<file path="config.mk">
export PLATFORM = sky130hd
export DESIGN_NAME = rrpc_cost
export DESIGN_NICKNAME = d
export VERILOG_FILES = /design/src/rtl/core/rrpc_pkg.sv /design/src/rtl/core/rrpc_cost.sv
export SDC_FILE = /design/constraint.sdc
export NUM_CORES = 1
export LEC_CHECK = 0
export ABC_AREA = 1
export BUFFER_PORTS_ARGS = -buffer_cell sky130_fd_sc_hd__buf_4
export CAP_MARGIN = 40
export CORE_ASPECT_RATIO = 0.8
export CORE_UTILIZATION = 65
export CTS_CLUSTER_DIAMETER = 60
export CTS_CLUSTER_SIZE = 25
export DETAILED_ROUTE_END_ITERATION = 10
export HOLD_SLACK_MARGIN = 0.12
export PLACE_DENSITY_LB_ADDON = 0.25
export SLEW_MARGIN = 0
export SYNTH_ARGS = -nofsm -noshare
export SYNTH_HDL_FRONTEND = slang
export SYNTH_SLANG_ARGS = --single-unit
</file>
<file path="constraint.sdc">
create_clock -name clk -period 10.2 [get_ports clk]
set_clock_uncertainty 0.1 [all_clocks]
set_input_delay 1.02 -clock clk [delete_from_list [all_inputs] [get_ports clk]]
set_output_delay 1.02 -clock clk [all_outputs]
set_load 0.05 [all_outputs]
</file>
<file path="src/rtl/core/rrpc_pkg.sv">
// Shared types, constants and helper functions of the partitioned Rice residual coder.
`timescale 1ns / 1ps
`default_nettype none
package rrpc_pkg;

    localparam int DEF_MAX_BLOCK      = 4096;
    localparam int DEF_MAX_PART_ORDER = 8;
    localparam logic [3:0] RESET_MAX_ORDER = 4'd6;

    localparam int RES_W  = 31;
    localparam int ORD_W  = 6;
    localparam int SUM_W  = 48;
    localparam int N_W    = 17;
    localparam int K_W    = 6;
    localparam int CMP_W  = 64;
    localparam int KEEP_W = 5;

    localparam logic [K_W-1:0]    K_LIMIT    = 6'd40;
    localparam logic [KEEP_W-1:0] ESC_K      = 5'd14;
    localparam logic [4:0]        METHOD_CNT = 5'd2;
    localparam logic [4:0]        PORD_CNT   = 5'd4;
    localparam logic [4:0]        K_CNT_RICE = 5'd4;
    localparam logic [4:0]        K_CNT_ESC  = 5'd5;
    localparam logic [SUM_W-1:0]  PART_HDR_BITS = 48'd4;

    localparam int IN_TDATA_W  = 40;
    localparam int OUT_TDATA_W = 72;

    typedef enum logic [3:0] {
        ST_IDLE,
        ST_ORDER,
        ST_PART,
        ST_SUM,
        ST_COST,
        ST_CMP,
        ST_DRD,
        ST_DOUT
    } state_t;

    typedef enum logic [2:0] {
        E_NONE,
        E_METHOD,
        E_ORDER,
        E_PHDR,
        E_RES
    } phase_t;

    typedef enum logic [1:0] {
        C_IDLE,
        C_SRCH,
        C_EST1,
        C_EST2
    } cost_state_t;

    typedef struct packed {
        logic             start;
        logic [N_W-1:0]   n;
        logic [SUM_W-1:0] sum;
    } cost_req_t;

    typedef struct packed {
        logic             done;
        logic [K_W-1:0]   k;
        logic [SUM_W-1:0] est;
    } cost_rsp_t;

    function automatic logic [RES_W-1:0] magnitude(input logic [RES_W-1:0] r);
        magnitude = r[RES_W-1] ? (~r + 1'b1) : r;
    endfunction

    function automatic logic [RES_W-1:0] zigzag(input logic [RES_W-1:0] r);
        zigzag = {r[RES_W-2:0], 1'b0} ^ {RES_W{r[RES_W-1]}};
    endfunction

endpackage
`default_nettype wire

</file>
<file path="src/rtl/core/rrpc_cost.sv">
// Iterative Rice parameter search and partition cost estimate.
`timescale 1ns / 1ps
`default_nettype none
module rrpc_cost
    import rrpc_pkg::*;
(
    input  wire logic      clk,
    input  wire logic      rst_n,
    input  wire cost_req_t req,
    output cost_rsp_t      rsp
);

    cost_state_t       state_reg, state_next;
    logic [N_W-1:0]    n_reg, n_next;
    logic [SUM_W-1:0]  sum_reg, sum_next;
    logic [K_W-1:0]    k_reg, k_next;
    logic [SUM_W-1:0]  shf_reg, shf_next;
    logic [23:0]       prod_reg, prod_next;
    logic [SUM_W-1:0]  est_reg, est_next;
    logic              done_reg, done_next;
    logic [CMP_W-1:0]  scaled;

    assign scaled = CMP_W'(n_reg) << k_reg;

    always_ff @(posedge clk or negedge rst_n)
    begin
        if (!rst_n)
        begin
            state_reg <= C_IDLE;
            done_reg  <= 1'b0;
        end
        else
        begin
            state_reg <= state_next;
            done_reg  <= done_next;
        end
    end

    always_ff @(posedge clk)
    begin
        n_reg    <= n_next;
        sum_reg  <= sum_next;
        k_reg    <= k_next;
        shf_reg  <= shf_next;
        prod_reg <= prod_next;
        est_reg  <= est_next;
    end

    always_comb
    begin
        state_next = state_reg;
        n_next     = n_reg;
        sum_next   = sum_reg;
        k_next     = k_reg;
        shf_next   = shf_reg;
        prod_next  = prod_reg;
        est_next   = est_reg;
        done_next  = 1'b0;
        case (state_reg)
            C_IDLE:
            begin
                if (req.start)
                begin
                    n_next     = req.n;
                    sum_next   = req.sum;
                    k_next     = '0;
                    state_next = C_SRCH;
                end
            end
            C_SRCH:
            begin
                if ((k_reg < K_LIMIT) && (scaled < CMP_W'(sum_reg)))
                begin
                    k_next = k_reg + 1'b1;
                end
                else
                begin
                    state_next = C_EST1;
                end
            end
            C_EST1:
            begin
                shf_next   = (k_reg != '0) ? (sum_reg >> (k_reg - 1'b1)) : (sum_reg << 1);
                prod_next  = 24'(({1'b0, k_reg} + 7'd1) * n_reg);
                state_next = C_EST2;
            end
            C_EST2:
            begin
                est_next   = PART_HDR_BITS + shf_reg + SUM_W'(prod_reg)
                             - SUM_W'(n_reg >> 1);
                done_next  = 1'b1;
                state_next = C_IDLE;
            end
            default:
            begin
                state_next = C_IDLE;
            end
        endcase
    end

    assign rsp.done = done_reg;
    assign rsp.k    = k_reg;
    assign rsp.est  = est_reg;

endmodule
`default_nettype wire

</file>
[Word-level counts from Yosys, hierarchy flattened]
Index checks and enable logic that the tools add are counted.
Storage, ports and cells
  register bits: 194
  bits of input ports: 68
  output and inout bits: 55
  word-level logic and storage cells: 41
Cells by class
  $add $sub $neg: 6
  $mul: 1
  mux-type cells: 8
  shift-type cells: 2
  equality and inequality tests: 6
  order comparisons: 2
  reductions and logical operators: 7
Operators with widths (number)
  $lt A64 B48 Y1: 1
  $shl A17 B6 Y64: 1
  $add A3 B48 Y48 const A: 1
  $add A48 B24 Y48: 1
  $mux W48: 1
  $shr A48 B6 Y48: 1
  $sub A48 B16 Y48: 1
  $mul A7 B17 Y24: 1
  $mux W6: 2
  $pmux W6 S2: 1
  $pmux W2 S4: 1
  $add A6 B1 Y7 const B: 1
  $add A6 B1 Y6 const B: 1
  $lt A6 B6 Y1 const B: 1
  $ne A2 B2 Y1 const B: 3
  $reduce_bool A6 Y1: 1
  $sub A6 B1 Y6 const B: 1
  $eq A2 B2 Y1 const B: 2
  $mux W2: 2
  $reduce_and A2 Y1: 2
  $reduce_and A3 Y1: 1
  $eq A2 B1 Y1 const B: 1
  $logic_not A2 Y1: 1
  $reduce_bool A2 Y1: 1
  2 further kinds: 2

[Longest topological paths before layout]
Gate-level depths: netlist of run 1.
  word-level depth: 5
  mapped depth: 31
  gate-level depth less buffers: 28

[Worst setup path before layout of run 1]
No wires, ideal clock.
  kind: register to register
  from: register k_reg[0]
  to: register prod_reg[21], data pin
  data required time: 9841 ps
  setup time: 259 ps
  arrival: 6055 ps
  stages on the path, launching flop included: 28
  path buffers: 6
  slack: 3786 ps
  clock period less this slack: 6414 ps
  cell sequence: edfxtp_1 > buf_6 > inv_4 > buf_6 > ha_1 > buf_2 > buf_1 > clkbuf_1 > buf_1 > nand2_1 > inv_1 > fa_1 > fa_1 > fa_1 > inv_1 > fa_1 > inv_1 > ha_1 > nand2_1 > o21ai_0 > a21oi_1 > o21ai_0 > inv_1 > o21ai_0 > a21o_1 > nand2_1 > nand2_1 > xor2_1
Between the ends
  longest elaborated chain between the ends: 2
Ends and longest elaborated chain
  start, declared: line rrpc_cost.sv:16  | logic [K_W-1:0] k_reg, k_next;
  start signal, assigned: line rrpc_cost.sv:43  | k_reg <= k_next;
  $add A6 B1 Y7: line rrpc_cost.sv:84  | prod_next = 24'(({1'b0, k_reg} + 7'd1) * n_reg);
  $mul A7 B17 Y24: line rrpc_cost.sv:84
  end signal, assigned: line rrpc_cost.sv:45  | prod_reg <= prod_next;
  end, declared: line rrpc_cost.sv:18  | logic [23:0] prod_reg, prod_next;
No other way between the ends.
A chain may end at the register's enable or synchronous reset.

[Final worst setup path of run 1]
  from: register k_reg[3]
  to: register prod_reg[23], data pin
The elaborated chain is that of the path after synthesis.

==> results of run 1 <==
critical path: stages, from the launching register on:
cell and delay (ns):
edfxtp_1 0.92, inv_1 0.67, nor2_1 0.29, inv_1 0.09, o21ai_0 0.16, nand2_1 0.42
inv_1 0.27, nand2_1 0.11, fa_1 0.40, inv_1 0.09, fa_1 0.44, fa_1 0.54
inv_1 0.05, fa_1 0.53, inv_1 0.05, ha_1 0.35, nand2_1 0.09, o21ai_0 0.16
a21oi_1 0.08, o21ai_0 0.47, a21oi_1 0.21, o21bai_1 0.24, nand4_1 0.12, nand2_1 0.10
xor2_1 0.06
final timing paths:
| check | cells after the start | start | slack (ns) | endpoint |
|---|---|---|---|---|
| min | 1 | rst_n | 0.22 | state_reg[0] |
| min in group clk | 2 | state_reg[1] | 0.48 | state_reg[1] |
| min reg2reg | 2 | state_reg[1] | 0.48 | state_reg[1] |
| max | 24 | k_reg[3] | 2.93 | prod_reg[23] |
| max in group asynchronous | 1 | rst_n | 9.68 | state_reg[1] |
| max reg2reg | 24 | k_reg[3] | 2.93 | prod_reg[23] |
logic make-up (layout without fill, tap and decap cells):
| logic type | Yosys count | after routing | share of synthesized area |
|---|---|---|---|
| flops | 194 | 194 | 0.296 |
| fa+ha+maj | 288 | 288 | 0.218 |
| xor+xnor | 72 | 72 | 0.0339 |
| mux | 22 | 22 | 0.0112 |
| buf+inv | 516 | 592 | 0.107 |
| compound gates | 522 | 522 | 0.143 |
| simple gates | 898 | 898 | 0.190 |
layer usage:
| layer | global-route usage | share of wire |
|---|---|---|
| met5 | 0 | 0 |
| met4 | 0.147 | 0.037 |
| met3 | 0.115 | 0.13 |
| met2 | 0.596 | 0.42 |
| met1 | 0.537 | 0.41 |
through the flow:
| stage | cells | cell area, um^2 |
|---|---|---|
| final | 2994 | 21300 |
| after global routing | 2994 | 21300 |
| after CTS | 2994 | 21300 |
| after detailed placement | 2962 | 20700 |
| after global placement | 2960 | 20600 |
| after floorplan | 2512 | 19600 |
cell type report:
class	instances	area share
clock inverters	15	0.00857
clock buffers	17	0.0200
repair buffers	137	0.0501
well taps	406	0.0238
multi-input cells	1802	0.550
flip-flops and latches	194	0.273
inverters	423	0.0746
cells in the final DEF, fill, tap and decap left out, types with 4 or more instances in the layout:
master / Yosys / routed
clkbuf_16: 0 / 17
nand2_2: 9 / 9
nand3_1: 138 / 138
a21boi_0: 4 / 4
nand4_1: 15 / 15
buf_4: 9 / 135
o211ai_1: 13 / 13
a22oi_1: 4 / 4
a31oi_1: 25 / 25
fa_1: 90 / 90
ha_1: 198 / 195
o21ai_0: 241 / 241
mux2i_1: 22 / 22
inv_8: 0 / 4
nor4_1: 5 / 5
inv_2: 6 / 7
clkinv_8: 0 / 4
o21ai_1: 23 / 23
xnor2_1: 25 / 25
a21oi_1: 167 / 167
a21o_1: 4 / 4
nor2_1: 225 / 225
o21bai_1: 6 / 6
nor3_1: 12 / 12
inv_1: 415 / 414
nand2_1: 462 / 462
o22ai_1: 10 / 10
and3_1: 4 / 4
o21a_1: 9 / 9
edfxtp_1: 191 / 191
xor2_1: 44 / 43
or2_2: 12 / 12
nor2_2: 5 / 5
==> out/results.tsv, run 1 <==
stage	metric	value	unit
place	gp_congestion	1.06	
sta	min_period	7.27	ns
synth	synth_top_area_frac	0.292	
floorplanning	row_count	56	
drt	drt-total-wl	60.0	mm
critical_path	crit_required	10.32	ns
cells_and_area	antenna_cells	0	
cells_and_area	utilization	0.722	
clocking	numCtsBuffers	17	
clocking	clk_latency	0.47	ns
sta	finalSetupTns	0	ns
synth	ys.flop_type	edfxtp_1	
clocking	post_cts_buffers	0	
run_status	status	finished clean	
sta	hold_violations	0	
clocking	clk_pin_slew	0.09	ns
synth	yosys-top-cells-count	462 x nand2_1, 415 x inv_1, 241 x o21ai_0	
place	dp_hpwl	48.0	mm
place	portBuffers	122	
global_routing	track_usage	0.394	
drt	routedWlPerCell	20.0	um
global_routing	antenna_found_initial	0	
hold_path	hp-class	primary input to async pin	
clocking	clock_sinks	194	
synth	ys_ff_latch	194	
synth	synthArstFlopShare	0.0155	
critical_path	crit_path_end_kind	register	
sta	max_freq	0.138	GHz
global_routing	overflow	0	
floorplanning	fp.dieW	196	um
sta	setup_violations	0	
clocking	cts-hold-fix-buffers	0	
synth	syn_area_per_cell	7.81	um^2
sta	timing.hold.ws	0.219	ns
synth	synthCells	2512	
sta	worst_slew_pin_slew	0.951	ns
critical_path	path_class	register to register	
floorplanning	ios	123	
sta	timing.final.ws_setup	2.93	ns
critical_path	arrival	7.39	ns
synth	synth_edf_count	191	
cells_and_area	multiInputGateArea	11700	um^2
clocking	cts-root-buf	clkbuf_16	
floorplanning	die_h	157	um
sta	timing.final.crit_share	0.713	
synth	ys_warn_count	0	
drt	via_per_inst	6.07	
synth	yosysSeqAreaShare	0.296	
clocking	cts_tree	yes	
clocking	clock_path_buffers	2	
synth	synthTopCellsByArea	edfxtp_1 29%, ha_1 13%, fa_1 9.2%	
sta	relSlewSlack	0.366	
drt	drt_iter0_drc	2328	
drt	ant_nets	0	
drt	drt_first_pass_iters	8	
sta	maxSlewViolCount	0	
floorplanning	initial_core_util	0.665	
cells_and_area	nFillCells	2311	
drt	drc_errors	0	
critical_path	crit_path_start_kind	register	
floorplanning	dieArea	30900	um^2
cells_and_area	seq_area	5810	um^2
synth	synth_area	19600	um^2
drt	num_vias	18200	
global_routing	grt_max_degree	96	
synth	synth_cell_types	53	
floorplanning	core	29500	um^2
place	pre_cts_ws	3.12	ns
job	drv_cap	0	
synth	yosys.area.top_type	edfxtp_1	
cells_and_area	drive_gt1_frac	0.0838	
synth	synth_most_common_cell	nand2_1	
global_routing	grt_pass1_vias	16900	
cells_and_area	finalNetCount	2931	
clocking	cts_max_level	4	
clocking	cts_resized	0	
global_routing	grt_pass1_wl	91.8	mm
critical_path	critical_path.max_fanout	30	
cells_and_area	synthToLayoutAreaGrowth	8.65	%
synth	syn_nets	2868	
sta	rsz0062_at_grt	no	
Power of run 1 is left out: the tool's default activity adds up to more than one toggle a clock period on the data nets, which glitch-free logic cannot reach.
==> run 2: changes to the inputs <==
--- a/config.mk
+++ b/config.mk
@@ -9,7 +9,7 @@
 export BUFFER_PORTS_ARGS = -buffer_cell sky130_fd_sc_hd__buf_4
 export CAP_MARGIN = 40
 export CORE_ASPECT_RATIO = 0.8
-export CORE_UTILIZATION = 65
+export CORE_UTILIZATION = 63
 export CTS_CLUSTER_DIAMETER = 60
 export CTS_CLUSTER_SIZE = 25
 export DETAILED_ROUTE_END_ITERATION = 10
==> constraint.sdc (replaced) <==
create_clock -name clk -period 6.8 [get_ports clk]
set_clock_uncertainty 0.1 [all_clocks]
set_input_delay 0.68 -clock clk [delete_from_list [all_inputs] [get_ports clk]]
set_output_delay 0.68 -clock clk [all_outputs]
set_load 0.05 [all_outputs]
==> out/results.tsv, run 2 (same netlist as run 1, synthesis figures left out) <==
stage	metric	value	unit	change
cells_and_area	synthToLayoutAreaGrowth	9.04	%	was 8.65%
drt	drt-total-wl	59.9	mm	was 60.0 mm
drt	drt_iter0_drc	2481		was 2,328
critical_path	worst-r2r-setup-slack	0.43	ns	was 2.93 ns
clocking	clock_path_buffers	2		unchanged
critical_path	cp.buffers_inverters	4		was 6
sta	hold_violations	0		unchanged
global_routing	antenna_found_initial	0		unchanged
critical_path	crit_path_start_kind	register		unchanged
sta	finalSetupTns	0	ns	unchanged
cells_and_area	mostFrequentLayoutCell	nand2_1		unchanged
sta	min_period	6.37	ns	was 7.27 ns
sta	relSlewSlack	0.354		was 0.366
cells_and_area	finalNetCount	2940		was 2,931
drt	drc_errors	0		unchanged
sta	max_freq	0.157	GHz	was 0.138 GHz
critical_path	critical_path.cell_chain	ha_1 > nand2_1 > inv_1 > nor2_1 > inv_1 > nor2_1 > fa_1 > inv_1 > fa_1 > fa_1 > inv_1 > fa_1 > ha_1 > nand2_1 > o21ai_0 > a21oi_1 > o21ai_0 > a21oi_1 > o21bai_1 > nand4_1 > nand2_1 > xor2_1		was inv_1 > nor2_1 > inv_1 > o21ai_0 > nand2_1 > inv_1 > nand2_1 > fa_1 > inv_1 > fa_1 > fa_1 > inv_1 > fa_1 > inv_1 > ha_1 > nand2_1 > o21ai_0 > a21oi_1 > o21ai_0 > a21oi_1 > o21bai_1 > nand4_1 > nand2_1 > xor2_1
clocking	clk_pin_slew	0.09	ns	about the same
place	place_inst	2977		was 2,962
critical_path	arrival	6.48	ns	was 7.39 ns
drt	num_vias	18100		was 18,200
global_routing	overflow	0		unchanged
cells_and_area	utilization	0.701		was 0.722
critical_path	crit_path_end_kind	register		unchanged
cells_and_area	final_cell_mix	462 x nand2_1, 414 x inv_1, 241 x o21ai_0		unchanged
place	dp_hpwl	48.8	mm	was 48.0 mm
floorplanning	initial_core_util	0.642		was 0.665
floorplanning	ios	123		unchanged
hold_path	holdCritStartpoint	req[59]		
clocking	cts_tree	yes		unchanged
critical_path	timing.rr.end	prod_reg[23]		unchanged
clocking	clock_sinks	194		unchanged
sta	timing.final.crit_share	0.937		was 0.713
drt	drt_first_pass_iters	7		was 8
sta	timing.final.ws_setup	0.428	ns	was 2.93 ns
place	pre_cts_ws	0.630	ns	was 3.12 ns
clocking	cts_max_level	4		unchanged
job	drv_cap	0		unchanged
critical_path	critical-path-top-delay-family	adder cells		unchanged
floorplanning	row_count	57		was 56
run_status	status	finished clean		unchanged
hold_path	min_path_cells	1		
global_routing	grt_pass1_vias	16800		was 16,900
sta	rsz0062_at_grt	no		unchanged
place	gp_congestion	1.06		about the same
critical_path	max_stage_delay	0.56	ns	was 0.92 ns
clocking	clk_latency	0.46	ns	was 0.47 ns
sta	worst_slew_pin_slew	0.969	ns	was 0.951 ns
cells_and_area	drive_gt1_frac	0.0863		was 0.0838
cells_and_area	final_cells	3009		was 2,994
floorplanning	fp.dieW	199	um	was 196 um
floorplanning	die_h	160	um	was 157 um
place	portBuffers	122		unchanged
hold_path	holdPathEnd	n_reg[11]		
drt	via_per_inst	6.00		was 6.07
clocking	cts-root-buf	clkbuf_16		unchanged
drt	routedWlPerCell	19.9	um	was 20.0 um
sta	setup_violations	0		unchanged
cells_and_area	nFillCells	2515		was 2,311
floorplanning	dieArea	31800	um^2	was 30,900 um^2
sta	maxSlewViolCount	0		unchanged
floorplanning	core	30500	um^2	was 29,500 um^2
critical_path	cp_slowest_cell	fa_1		was edfxtp_1
cells_and_area	antenna_cells	0		unchanged
critical_path	crit_required	6.91	ns	was 10.32 ns
critical_path	path_class	register to register		unchanged
global_routing	grt_pass1_wl	92.0	mm	was 91.8 mm
global_routing	track_usage	0.382		was 0.394
cells_and_area	seq_area	5810	um^2	unchanged
critical_path	ff2ff_path_depth	22		was 24
cells_and_area	multiInputGateArea	11700	um^2	unchanged
drt	ant_nets	0		unchanged
hold_path	hp-class	primary input to register		was primary input to async pin
critical_path	critical_path.max_fanout	13		was 30
global_routing	grt_max_degree	116		was 96
clocking	numCtsBuffers	17		unchanged
critical_path	r2r-start	k_reg[0]		was k_reg[3]
## run 2: cell types whose count changed in the layout (fill, tap and decap cells not counted), sizes merged
cell	change
clkinv	-2
buf	+8
dlygate4sd3	+1
inv	+1
## run 2: metrics by stage
stage,cell area [um^2],hold slack (ns)
after floorplan,19600,0.284
after global placement,20700,0.376
after detailed placement,20800,0.377
after CTS,21400,0.284
after global routing,21400,0.288
final,21400,0.296
## run 2: cell type report
class / count / area share
Timing Repair Buffer: 146 / 0.0542
Sequential cell: 194 / 0.272
Clock buffer: 17 / 0.0199
Clock inverter: 14 / 0.00749
Inverter: 423 / 0.0744
Tap cell: 413 / 0.0242
Multi-Input combinational cell: 1802 / 0.548
## run 2: how the worst max path moves through the flow
stage | startpoint | to | slack, ns | depth (start not counted)
floorplan | k_reg[0] | prod_reg[21] | 0.39 | 27
global placement | k_reg[0] | prod_reg[21] | 0.86 | 23
detailed placement | k_reg[0] | prod_reg[23] | 0.63 | 22
CTS | k_reg[0] | prod_reg[23] | 0.63 | 22
global route | k_reg[0] | prod_reg[21] | 0.14 | 23
finish | k_reg[0] | prod_reg[23] | 0.43 | 22
## run 2: routing by layer
layer  vias to the layer above  part of all wire  track usage
met5                         -                 0            0
met4                         0             0.040        0.147
met3                       164              0.13        0.102
met2                      1151              0.40        0.535
met1                      8319              0.43        0.559
li1                       8425                 -            -
## run 2: repair_timing
item                      4_1_cts  5_1_grt
hold buffers                    1        0
gates resized for setup         0        0
hold endpoints to repair        3        0
setup buffers                   0        0
Power of run 2 is left out for the same reason.
